--- src/rtl/krev_pkg.sv ---
// Shared constants and types of the k-group stream reverser.
package krev_pkg;

	localparam int MAX_GROUP_DEF = 16;
	localparam int CFG_W         = 5;
	localparam int VAL_W         = 32;

	// controller states, one-hot
	typedef enum logic [1:0] {
		ST_IDLE  = 2'b01,
		ST_DRAIN = 2'b10
	} state_t;

	// commands from controller to datapath
	typedef struct packed {
		logic load;   // accept the input beat into the group buffer
		logic issue;  // read the next buffered value towards the output
	} cmd_t;

	// status from datapath to controller
	typedef struct packed {
		logic emit;       // the beat on the input closes a group
		logic last_rd;    // the pending read is the last of the group
		logic slot_free;  // the read stage can take a new value
	} sts_t;

endpackage

--- src/rtl/krev_in_if.sv ---
// Input channel: one value per beat with an end-of-sequence flag.
interface krev_in_if;
	logic                    valid;
	logic                    ready;
	logic signed [31:0]      value;
	logic                    final_item;

	modport source (output valid, output value, output final_item, input ready);
	modport sink   (input valid, input value, input final_item, output ready);
endinterface

--- src/rtl/krev_out_if.sv ---
// Output channel: one reordered value per beat with a last flag.
interface krev_out_if;
	logic                    valid;
	logic                    ready;
	logic signed [31:0]      out_value;
	logic                    out_last;

	modport source (output valid, output out_value, output out_last, input ready);
	modport sink   (input valid, input out_value, input out_last, output ready);
endinterface

--- src/rtl/krev_cfg_if.sv ---
// Configuration write channel carrying the group size.
interface krev_cfg_if;
	logic        valid;
	logic        ready;
	logic [4:0]  group_size;

	modport source (output valid, output group_size, input ready);
	modport sink   (input valid, input group_size, output ready);
endinterface

--- src/rtl/k_group_stream_reverser_core.sv ---
// Top level of the k-group stream reverser.
//
//  channel  role    beat contents
//  -------  ------  ---------------------------------------
//  in_ch    sink    value (signed 32), final_item
//  out_ch   source  out_value (signed 32), out_last
//  cfg      sink    group_size (5 bits), always ready
//
// Input beats are accepted while the controller is idle; when a beat closes
// a group of n values the input stalls while the buffer's single read port
// drains them, one per cycle unless the output stalls. Each read passes the
// read stage and then the output register; output stalls freeze the read
// stage and then the drain. Reset clears the fill count and sets the group
// size to one; buffer contents are not cleared.
module k_group_stream_reverser_core #(
	parameter int MAX_GROUP = krev_pkg::MAX_GROUP_DEF
) (
	input  logic          clk,
	input  logic          arst_n,
	krev_in_if.sink       in_ch,
	krev_out_if.source    out_ch,
	krev_cfg_if.sink      cfg
);
	import krev_pkg::*;

	cmd_t cmd;
	sts_t sts;

	assign cfg.ready = 1'b1;

	krev_ctrl u_ctrl (
		.clk      (clk),
		.arst_n   (arst_n),
		.in_valid (in_ch.valid),
		.in_ready (in_ch.ready),
		.sts      (sts),
		.cmd      (cmd)
	);

	krev_dp #(
		.MAX_GROUP (MAX_GROUP)
	) u_dp (
		.clk       (clk),
		.arst_n    (arst_n),
		.cmd       (cmd),
		.sts       (sts),
		.in_value  (in_ch.value),
		.in_final  (in_ch.final_item),
		.cfg_valid (cfg.valid),
		.cfg_size  (cfg.group_size),
		.out_valid (out_ch.valid),
		.out_ready (out_ch.ready),
		.out_value (out_ch.out_value),
		.out_last  (out_ch.out_last)
	);

endmodule

--- src/rtl/krev_ctrl.sv ---
// Controller: accepts beats while idle and sequences the drain of a group.
module krev_ctrl (
	input  logic          clk,
	input  logic          arst_n,
	input  logic          in_valid,
	output logic          in_ready,
	input  krev_pkg::sts_t sts,
	output krev_pkg::cmd_t cmd
);
	import krev_pkg::*;

	state_t state_q;
	state_t state_d;

	// decode commands from the state
	always_comb begin
		state_d   = state_q;
		in_ready  = 1'b0;
		cmd.load  = 1'b0;
		cmd.issue = 1'b0;
		case (state_q)
			ST_IDLE: begin
				in_ready = 1'b1;
				cmd.load = in_valid;
				if (in_valid && sts.emit) begin
					state_d = ST_DRAIN;
				end
			end
			ST_DRAIN: begin
				cmd.issue = sts.slot_free;
				if (sts.slot_free && sts.last_rd) begin
					state_d = ST_IDLE;
				end
			end
			default: begin
				state_d = ST_IDLE;
			end
		endcase
	end

	// advance the state
	always_ff @(posedge clk or negedge arst_n) begin
		if (!arst_n) begin
			state_q <= ST_IDLE;
		end else begin
			state_q <= state_d;
		end
	end

	// loading and draining never overlap
	a_no_overlap: assert property (@(posedge clk) disable iff (!arst_n)
		!(cmd.load && cmd.issue))
		else $error("load and read issued together");

	// a closing beat always starts a drain
	a_emit_drains: assert property (@(posedge clk) disable iff (!arst_n)
		(cmd.load && sts.emit) |=> (state_q == ST_DRAIN))
		else $error("group closed without drain");

	// drain only ends on the last read
	a_drain_holds: assert property (@(posedge clk) disable iff (!arst_n)
		(state_q == ST_DRAIN && !(cmd.issue && sts.last_rd)) |=> (state_q == ST_DRAIN))
		else $error("drain left early");

endmodule

--- src/rtl/krev_dp.sv ---
// Datapath: group buffer, fill count, read stage and output register.
module krev_dp #(
	parameter int MAX_GROUP = krev_pkg::MAX_GROUP_DEF
) (
	input  logic                               clk,
	input  logic                               arst_n,
	input  krev_pkg::cmd_t                     cmd,
	output krev_pkg::sts_t                     sts,
	input  logic signed [krev_pkg::VAL_W-1:0]  in_value,
	input  logic                               in_final,
	input  logic                               cfg_valid,
	input  logic [krev_pkg::CFG_W-1:0]         cfg_size,
	output logic                               out_valid,
	input  logic                               out_ready,
	output logic signed [krev_pkg::VAL_W-1:0]  out_value,
	output logic                               out_last
);
	import krev_pkg::*;

	localparam int IDX_W = $clog2(MAX_GROUP);
	localparam int CNT_W = IDX_W + 1;

	logic [VAL_W-1:0]  mem [MAX_GROUP];

	logic [CFG_W-1:0]  size_q;
	logic [IDX_W-1:0]  fill_q;
	logic [IDX_W-1:0]  ptr_q;
	logic [IDX_W-1:0]  rem_q;
	logic              rev_q;
	logic              fin_q;

	logic [VAL_W-1:0]  data_s1;
	logic              last_s1;
	logic              valid_s1;

	logic [VAL_W-1:0]  out_value_q;
	logic              out_last_q;
	logic              out_valid_q;

	logic [CNT_W-1:0]  k_eff;
	logic [CNT_W-1:0]  n;
	logic              full;
	logic              adv;

	// clamp the group size to one..MAX_GROUP
	always_comb begin
		if (size_q == '0) begin
			k_eff = CNT_W'(1);
		end else if (int'(size_q) > MAX_GROUP) begin
			k_eff = CNT_W'(MAX_GROUP);
		end else begin
			k_eff = CNT_W'(size_q);
		end
	end

	assign n    = {1'b0, fill_q} + CNT_W'(1);
	assign full = (n >= k_eff);
	assign adv  = valid_s1 && (!out_valid_q || out_ready);

	assign sts.emit      = full || in_final;
	assign sts.last_rd   = (rem_q == '0);
	assign sts.slot_free = !valid_s1 || adv;

	// hold the group size
	always_ff @(posedge clk or negedge arst_n) begin
		if (!arst_n) begin
			size_q <= CFG_W'(1);
		end else if (cfg_valid) begin
			size_q <= cfg_size;
		end
	end

	// write the buffer at the fill position
	always_ff @(posedge clk) begin
		if (cmd.load) begin
			mem[fill_q] <= in_value;
		end
	end

	// registered buffer read
	always_ff @(posedge clk) begin
		if (cmd.issue) begin
			data_s1 <= mem[ptr_q];
			last_s1 <= fin_q && (rem_q == '0);
		end
	end

	// fill count and drain pointers
	always_ff @(posedge clk or negedge arst_n) begin
		if (!arst_n) begin
			fill_q <= '0;
			ptr_q  <= '0;
			rem_q  <= '0;
			rev_q  <= 1'b0;
			fin_q  <= 1'b0;
		end else if (cmd.load) begin
			if (full || in_final) begin
				fill_q <= '0;
				rev_q  <= full;
				fin_q  <= in_final;
				rem_q  <= fill_q;
				ptr_q  <= full ? fill_q : '0;
			end else begin
				fill_q <= n[IDX_W-1:0];
			end
		end else if (cmd.issue) begin
			rem_q <= rem_q - IDX_W'(1);
			ptr_q <= rev_q ? (ptr_q - IDX_W'(1)) : (ptr_q + IDX_W'(1));
		end
	end

	// read stage valid
	always_ff @(posedge clk or negedge arst_n) begin
		if (!arst_n) begin
			valid_s1 <= 1'b0;
		end else if (cmd.issue) begin
			valid_s1 <= 1'b1;
		end else if (adv) begin
			valid_s1 <= 1'b0;
		end
	end

	// output register: advance when empty or taken
	always_ff @(posedge clk or negedge arst_n) begin
		if (!arst_n) begin
			out_valid_q <= 1'b0;
		end else if (adv) begin
			out_valid_q <= 1'b1;
		end else if (out_ready) begin
			out_valid_q <= 1'b0;
		end
	end

	always_ff @(posedge clk) begin
		if (adv) begin
			out_value_q <= data_s1;
			out_last_q  <= last_s1;
		end
	end

	assign out_valid = out_valid_q;
	assign out_value = $signed(out_value_q);
	assign out_last  = out_last_q;

	// reads stay inside the buffer
	a_ptr_range: assert property (@(posedge clk) disable iff (!arst_n)
		cmd.issue |-> (int'(ptr_q) < MAX_GROUP))
		else $error("buffer read out of range");

	// a closed group clears the fill count
	a_fill_clear: assert property (@(posedge clk) disable iff (!arst_n)
		(cmd.load && sts.emit) |=> (fill_q == '0))
		else $error("fill count not cleared");

	// an issued read lands in the read stage
	a_issue_lands: assert property (@(posedge clk) disable iff (!arst_n)
		cmd.issue |=> valid_s1)
		else $error("issued read lost");

endmodule
--- src/flat_wrapper.sv ---
// flat-port wrapper written by rule: the top's interface ports become plain ports
module k_group_stream_reverser_core_flat import krev_pkg::*;
#(
	parameter int MAX_GROUP = krev_pkg::MAX_GROUP_DEF
)
  (clk, arst_n, in_ch_valid, in_ch_value, in_ch_final_item, in_ch_ready, out_ch_valid, out_ch_out_value, out_ch_out_last, out_ch_ready, cfg_valid, cfg_group_size, cfg_ready);
  krev_in_if in_ch_i ();
  krev_out_if out_ch_i ();
  krev_cfg_if cfg_i ();
  input  logic clk;
  input  logic arst_n;
  input wire logic [$bits(in_ch_i.valid)-1:0] in_ch_valid;
  input wire logic [$bits(in_ch_i.value)-1:0] in_ch_value;
  input wire logic [$bits(in_ch_i.final_item)-1:0] in_ch_final_item;
  output wire logic [$bits(in_ch_i.ready)-1:0] in_ch_ready;
  output wire logic [$bits(out_ch_i.valid)-1:0] out_ch_valid;
  output wire logic [$bits(out_ch_i.out_value)-1:0] out_ch_out_value;
  output wire logic [$bits(out_ch_i.out_last)-1:0] out_ch_out_last;
  input wire logic [$bits(out_ch_i.ready)-1:0] out_ch_ready;
  input wire logic [$bits(cfg_i.valid)-1:0] cfg_valid;
  input wire logic [$bits(cfg_i.group_size)-1:0] cfg_group_size;
  output wire logic [$bits(cfg_i.ready)-1:0] cfg_ready;
  assign in_ch_i.valid = in_ch_valid;
  assign in_ch_i.value = in_ch_value;
  assign in_ch_i.final_item = in_ch_final_item;
  assign in_ch_ready = in_ch_i.ready;
  assign out_ch_valid = out_ch_i.valid;
  assign out_ch_out_value = out_ch_i.out_value;
  assign out_ch_out_last = out_ch_i.out_last;
  assign out_ch_i.ready = out_ch_ready;
  assign cfg_i.valid = cfg_valid;
  assign cfg_i.group_size = cfg_group_size;
  assign cfg_ready = cfg_i.ready;
  k_group_stream_reverser_core #(.MAX_GROUP(MAX_GROUP)) u_core (.clk(clk), .arst_n(arst_n), .in_ch(in_ch_i), .out_ch(out_ch_i), .cfg(cfg_i));
endmodule
--- config.mk ---
export PLATFORM = sky130hd
export DESIGN_NAME = k_group_stream_reverser_core_flat
export DESIGN_NICKNAME = d
export VERILOG_FILES = /design/src/rtl/krev_pkg.sv /design/src/rtl/krev_in_if.sv /design/src/rtl/krev_out_if.sv /design/src/rtl/krev_cfg_if.sv /design/src/rtl/k_group_stream_reverser_core.sv /design/src/rtl/krev_ctrl.sv /design/src/rtl/krev_dp.sv /design/src/flat_wrapper.sv
export SDC_FILE = /design/constraint.sdc
export NUM_CORES = 1
export LEC_CHECK = 0
export BUFFER_PORTS_ARGS = -buffer_cell sky130_fd_sc_hd__buf_2
export CAP_MARGIN = 20
export CORE_MARGIN = 2
export CORE_UTILIZATION = 55
export DETAILED_ROUTE_END_ITERATION = 12
export PLACE_DENSITY_LB_ADDON = 0.25
export SETUP_SLACK_MARGIN = 0.02
export SYNTH_ARGS = -nofsm -noshare
export SYNTH_HDL_FRONTEND = slang
export SYNTH_HIERARCHICAL = 1
export SYNTH_SLANG_ARGS = --single-unit
export TNS_END_PERCENT = 30
--- constraint.sdc ---
create_clock -name clk -period 6.5 [get_ports clk]
set_clock_uncertainty 0.15 [all_clocks]
set_input_delay 1.625 -clock clk [delete_from_list [all_inputs] [get_ports clk]]
set_output_delay 1.625 -clock clk [all_outputs]
set_load 0.05 [all_outputs]
# After elaboration in Yosys (flattened, before gate mapping)

Memories as Yosys holds them, arrays and structs flattened. A register that Yosys moved wholly into a read port is not among the register bits.
Cells that the tools add are included.

Reductions and logical operators: 17
Equality and inequality tests: 5
Magnitude comparators: 2
Multiplexer cells: 23
Divide/modulo/power cells: 0
Bitwise logic cells: 0
Add/sub/neg operators: 4
Multiply operators: 0
Shift-type cells: 0

Operators by type and width:

| cell                                                               | count |
|---|---|
| 4-bit two-way mux                                                  | 9 |
| 5-bit two-way mux                                                  | 2 |
| 1-bit two-way mux                                                  | 9 |
| 4-bit by 1-bit subtractor with 4-bit output, second input constant | 2 |
| 2-bit inequality test, second input constant                       | 3 |
| 2-bit AND reduction                                                | 3 |
| 2-bit nonzero test                                                 | 3 |
| 4-bit by 1-bit adder with 5-bit output, second input constant      | 1 |
| 5-bit greater-or-equal comparator                                  | 1 |
| 5-bit greater-than comparator, second input constant               | 1 |
| 5-bit logical NOT                                                  | 1 |
| 4-bit by 1-bit adder with 4-bit output, second input constant      | 1 |
| 1-bit logical AND                                                  | 4 |
| 4-bit logical NOT                                                  | 1 |
| 2-bit two-way mux                                                  | 2 |
| 2-bit one-hot mux with 2 select lines                              | 1 |
| 1-bit logical OR                                                   | 3 |
| 2-bit by 1-bit == test with 1-bit output, second input constant    | 1 |
| 2-bit == test, second input constant                               | 1 |
| 1-bit logical NOT                                                  | 2 |

Bits in latches: 0
Bits in writable memories: 512
Memories: 1
Flip-flop bits (word level): 57
Logic and storage cells: 64
ROM bits: 0

Memory list:

| memory          | depth | bits a word | rd ports | clocked after memory_dff | wr ports | line          | RTL |
|---|---|---|---|---|---|---|---|
| u_core.u_dp.mem | 16    | 32          | 1        | 1                        | 1        | krev_dp.sv:23 | `logic [VAL_W-1:0] mem [MAX_GROUP];` |

# Logic depth before layout (Yosys ltp)

Depth after elaboration: 8
Gate-level depth with buffers: 10
Mapped depth without buffers: 10

# Cells and area by module

Netlist, hierarchy kept.

Modules (own cells, without submodules):

| module                       | seq. area each (um^2) | area each (um^2) | cells an instance | instances |
|---|---|---|---|---|
| krev_dp                      | 17883.4               | 22581.7          | 931               | 1 |
| krev_ctrl                    | 51.3                  | 106.4            | 8                 | 1 |
| k_group_stream_reverser_core | 0.0                   | 11.3             | 2                 | 1 |

# Worst setup path after synthesis

No wires, ideal clock.

Path type: input port to flip-flop
Start: input in_ch_valid
End: memory u_core.u_dp.mem[7][0] (enable)
Stages: 4
Slack: 1.329 ns
Path buffers: 1
Required time: 5.882 ns
Arrival: 4.553 ns
Cell sequence: and2_2 > clkbuf_1 > nand2_1 > nor3b_1

Longest elaborated chain between the ends: 3

RTL lines:

| what                                    | line               | RTL |
|---|---|---|
| start: declaration                      | flat_wrapper.sv:12 | `input wire logic [$bits(in_ch_i.valid)-1:0] in_ch_valid;` |
| 1-bit two-way mux                       | krev_ctrl.sv:21    | `case (state_q)` |
| 1-bit two-way mux                       | krev_dp.sv:75      | `if (cmd.load) begin` |
| 1-bit two-way mux (implied by the code) | krev_dp.sv:76      | `mem[fill_q] <= in_value;` |
| end: declaration                        | krev_dp.sv:23      |  |

No other way between the ends.

==> results_dict.tcl <==
set metrics [dict create \
    use_met1_pct 27.6 \
    grt_pass1_wl_um 62300 \
    io_buffers 77 \
    fp.dieArea_mm2 0.0429 \
    placed_cells 1521 \
    seq_area_frac_synth_pct 79.0 \
    critical_path.max_stage_delay_ns 0.83 \
    period_share_pct 54.3 \
    place_ws_ns 2.36 \
    tightest_slew_ns 1.03 \
    ctsResizeCount 0 \
    hp-start "u_core/u_dp/data_s1[20]" \
    die_h_um 207 \
    timing.final.ws_setup_ns 2.97 \
    netlist_area_mm2 0.0227 \
    path_max_fanout 32 \
    synth-seq-cells 601 \
    cp-end-kind "flop" \
    place.gp.congestion 0.770 \
    ys.flop_type "edfxtp_1" \
    synth_area_leaders "edfxtp_1, mux4_2, dfrtp_1" \
    arrival_ns 3.60 \
    grt_pass1_vias 10151 \
    initial_core_util_pct 55.7 \
    syn_area_per_cell_um2 24.1 \
    totalWireLength_um 40500 \
    synth-edff-count 578 \
    crit_start "in_ch_valid" \
    cts_buffers 57 \
    ant_nets 0 \
    die_w_um 207 \
    r2r_start "u_core/u_dp/ptr_q[0]" \
    antenna_cells 0 \
    startpoint_type "input port" \
    p_leak_nw 8.12 \
    synth_cell_types 43 \
    viasPerCell 5.97 \
    synth_warnings 6 \
    final_util_pct 62.8 \
    synth_fp_nets 997 \
    grt_setup_unrepaired "false" \
    vias 9731 \
    worstPathRequired_ns 6.57 \
    core-area_mm2 0.0407 \
    grt_most_used_layer "met2" \
    final_cell_mix "edfxtp_1, mux4_2, buf_2" \
    synth_top_area_share_pct 76.5 \
    finalNetCount 1105 \
    cts_root_buf "clkbuf_16" \
    fill_cells 2737 \
    vdd_drop_max_mv 0.264 \
    drive_above_1_share_pct 32.7 \
    final_cells 1630 \
    cts_buffer_depth 3 \
    cts_setup_buffers 0 \
    cts-htree-levels 2 \
    first_pass_iters 4 \
    cts_hold_repair.buffers 0 \
    cap_violations 0 \
    overflow 0 \
    worstSkewPairLatency_ns 0.60 \
    synth_top_cell_by_area "edfxtp_1" \
    synthArstFlopShare_pct 3.83 \
    setup_viol 0 \
    ios 79 \
    hold_viol 0 \
    slowest_stage "and2_2" \
    drc 0 \
    syn_inst 941 \
    critPathBufInv 2 \
    hpwl_um 22400 \
    drt_iter0_drc 726 \
    path_class "in -> reg" \
    cpMostUsedCell "and2_2" \
    tritoncts "done" \
    crit_chain "buf_2 > and2_2 > clkinv_1 > nor3_1 > and2_2" \
    grt_usage_pct 19.3 \
    hp-class "reg -> reg" \
    outcome "completed" \
    clock_sinks 601 \
    slew_headroom_pct 31.5 \
    fin_crit_ns 3.53 \
    fmax_mhz 283 \
    synthToLayoutAreaGrowth_pct 12.7 \
    grt_util_met3_pct 2.82 \
    path_clk_slew_ns 0.06 \
    fin_setup_tns_ns 0 \
    grt_max_degree 89 \
    wl_per_cell_um 24.9 \
    rows 74 \
    antenna_found_initial 0 \
    slew_viol_final 0 \
    use_met2_pct 31.6 \
    layout_commonest_cell "edfxtp_1" \
    critPathTopFamily "simple AND/OR/NAND/NOR gates" \
    power_density_mw_per_mm2 388 \
]
-- power by group --
group          switching, mW  leakage (nW)  internal [mW]
combinational          0.872          1.72          0.941
clock                   1.34         0.906           1.94
sequential             0.243          5.49           4.59
-- stage by stage --
step                      hold slack [ns]  power (mW)  instance area (um^2)
after floorplan                     0.250        6.31                 22700
after global placement              0.251        6.73                 23700
after detailed placement            0.255        6.77                 23700
after CTS                           0.268        10.1                 25600
after global routing                0.278        10.3                 25600
final                               0.267        9.93                 25600
-- Yosys cell counts, drive strengths merged (2+ instances only) --
| master | instances |
|---|---|
| mux2 | 4 |
| dfrtp | 21 |
| nor2 | 11 |
| a21o | 5 |
| mux4 | 160 |
| nor3 | 5 |
| clkbuf | 21 |
| o21ai | 9 |
| xor2 | 3 |
| buf | 23 |
| a21oi | 6 |
| a31oi | 3 |
| o22ai | 2 |
| o21a | 2 |
| mux2i | 4 |
| inv | 10 |
| nand2 | 16 |
| nand3 | 4 |
| ha | 12 |
| dfstp | 2 |
| and2 | 7 |
| edfxtp | 578 |
| nor3b | 6 |
| and3 | 7 |
| xnor2 | 3 |
| nand2b | 4 |
-- state kept, by name (all words and copies together) (netlist names) --
register	flops
u_core/u_dp/rev_q	1
u_core/u_ctrl/state_q	2
u_core/u_dp/size_q	5
u_core/u_dp/out_last	1
u_core/u_dp/valid_s1	1
u_core/u_dp/data_s1	32
u_core/u_dp/fin_q	1
u_core/u_dp/fill_q	4
u_core/u_dp/rem_q	4
u_core/u_dp/mem	512
u_core/u_dp/out_value	32
u_core/u_dp/out_valid	1
u_core/u_dp/last_s1	1
u_core/u_dp/ptr_q	4
-- cell type report --
type,instances,area (um^2),area share (%)
flip-flops and latches,601,17900,70.1
inverters,11,41.3,0.161
multi-input cells,285,4520,17.7
well taps,532,666,2.60
clock inverters,33,328,1.28
repair buffers,93,538,2.10
clock buffers,75,1550,6.04
-- path summary, 6_finish.rpt --
path / endpoint / slack (ns) / cells after the start
max in group asynchronous: u_core/u_dp/ptr_q[1] / 4.96 / 1
min in group asynchronous: u_core/u_dp/size_q[3] / 0.85 / 1
setup / recovery: u_core/u_dp/mem[0][18] / 2.97 / 5
hold / removal: u_core/u_dp/out_value[20] / 0.27 / 0
hold reg to reg: u_core/u_dp/out_value[20] / 0.27 / 0
setup reg to reg: u_core/u_dp/data_s1[16] / 3.18 / 3
-- cells by family after synthesis --
family	Yosys count	share of synthesized area (%)
flip-flops	601	79.0
multiplexers	168	16.2
AND/OR/NAND/NOR	65	1.56
buffers and inverters	55	1.29
AO/OA/AOI/OAI	32	0.893
adder cells (fa/ha/maj)	13	0.750
XOR/XNOR	6	0.232
other	1	0.0165
-- per-layer routing --
layer	up-vias	wire length [um]
met2	240	20500
li1	4211	-
met1	5229	17700
met4	0	658
met3	51	1700
met5	-	0
Note: power is estimated with default switching activity, not from simulation.
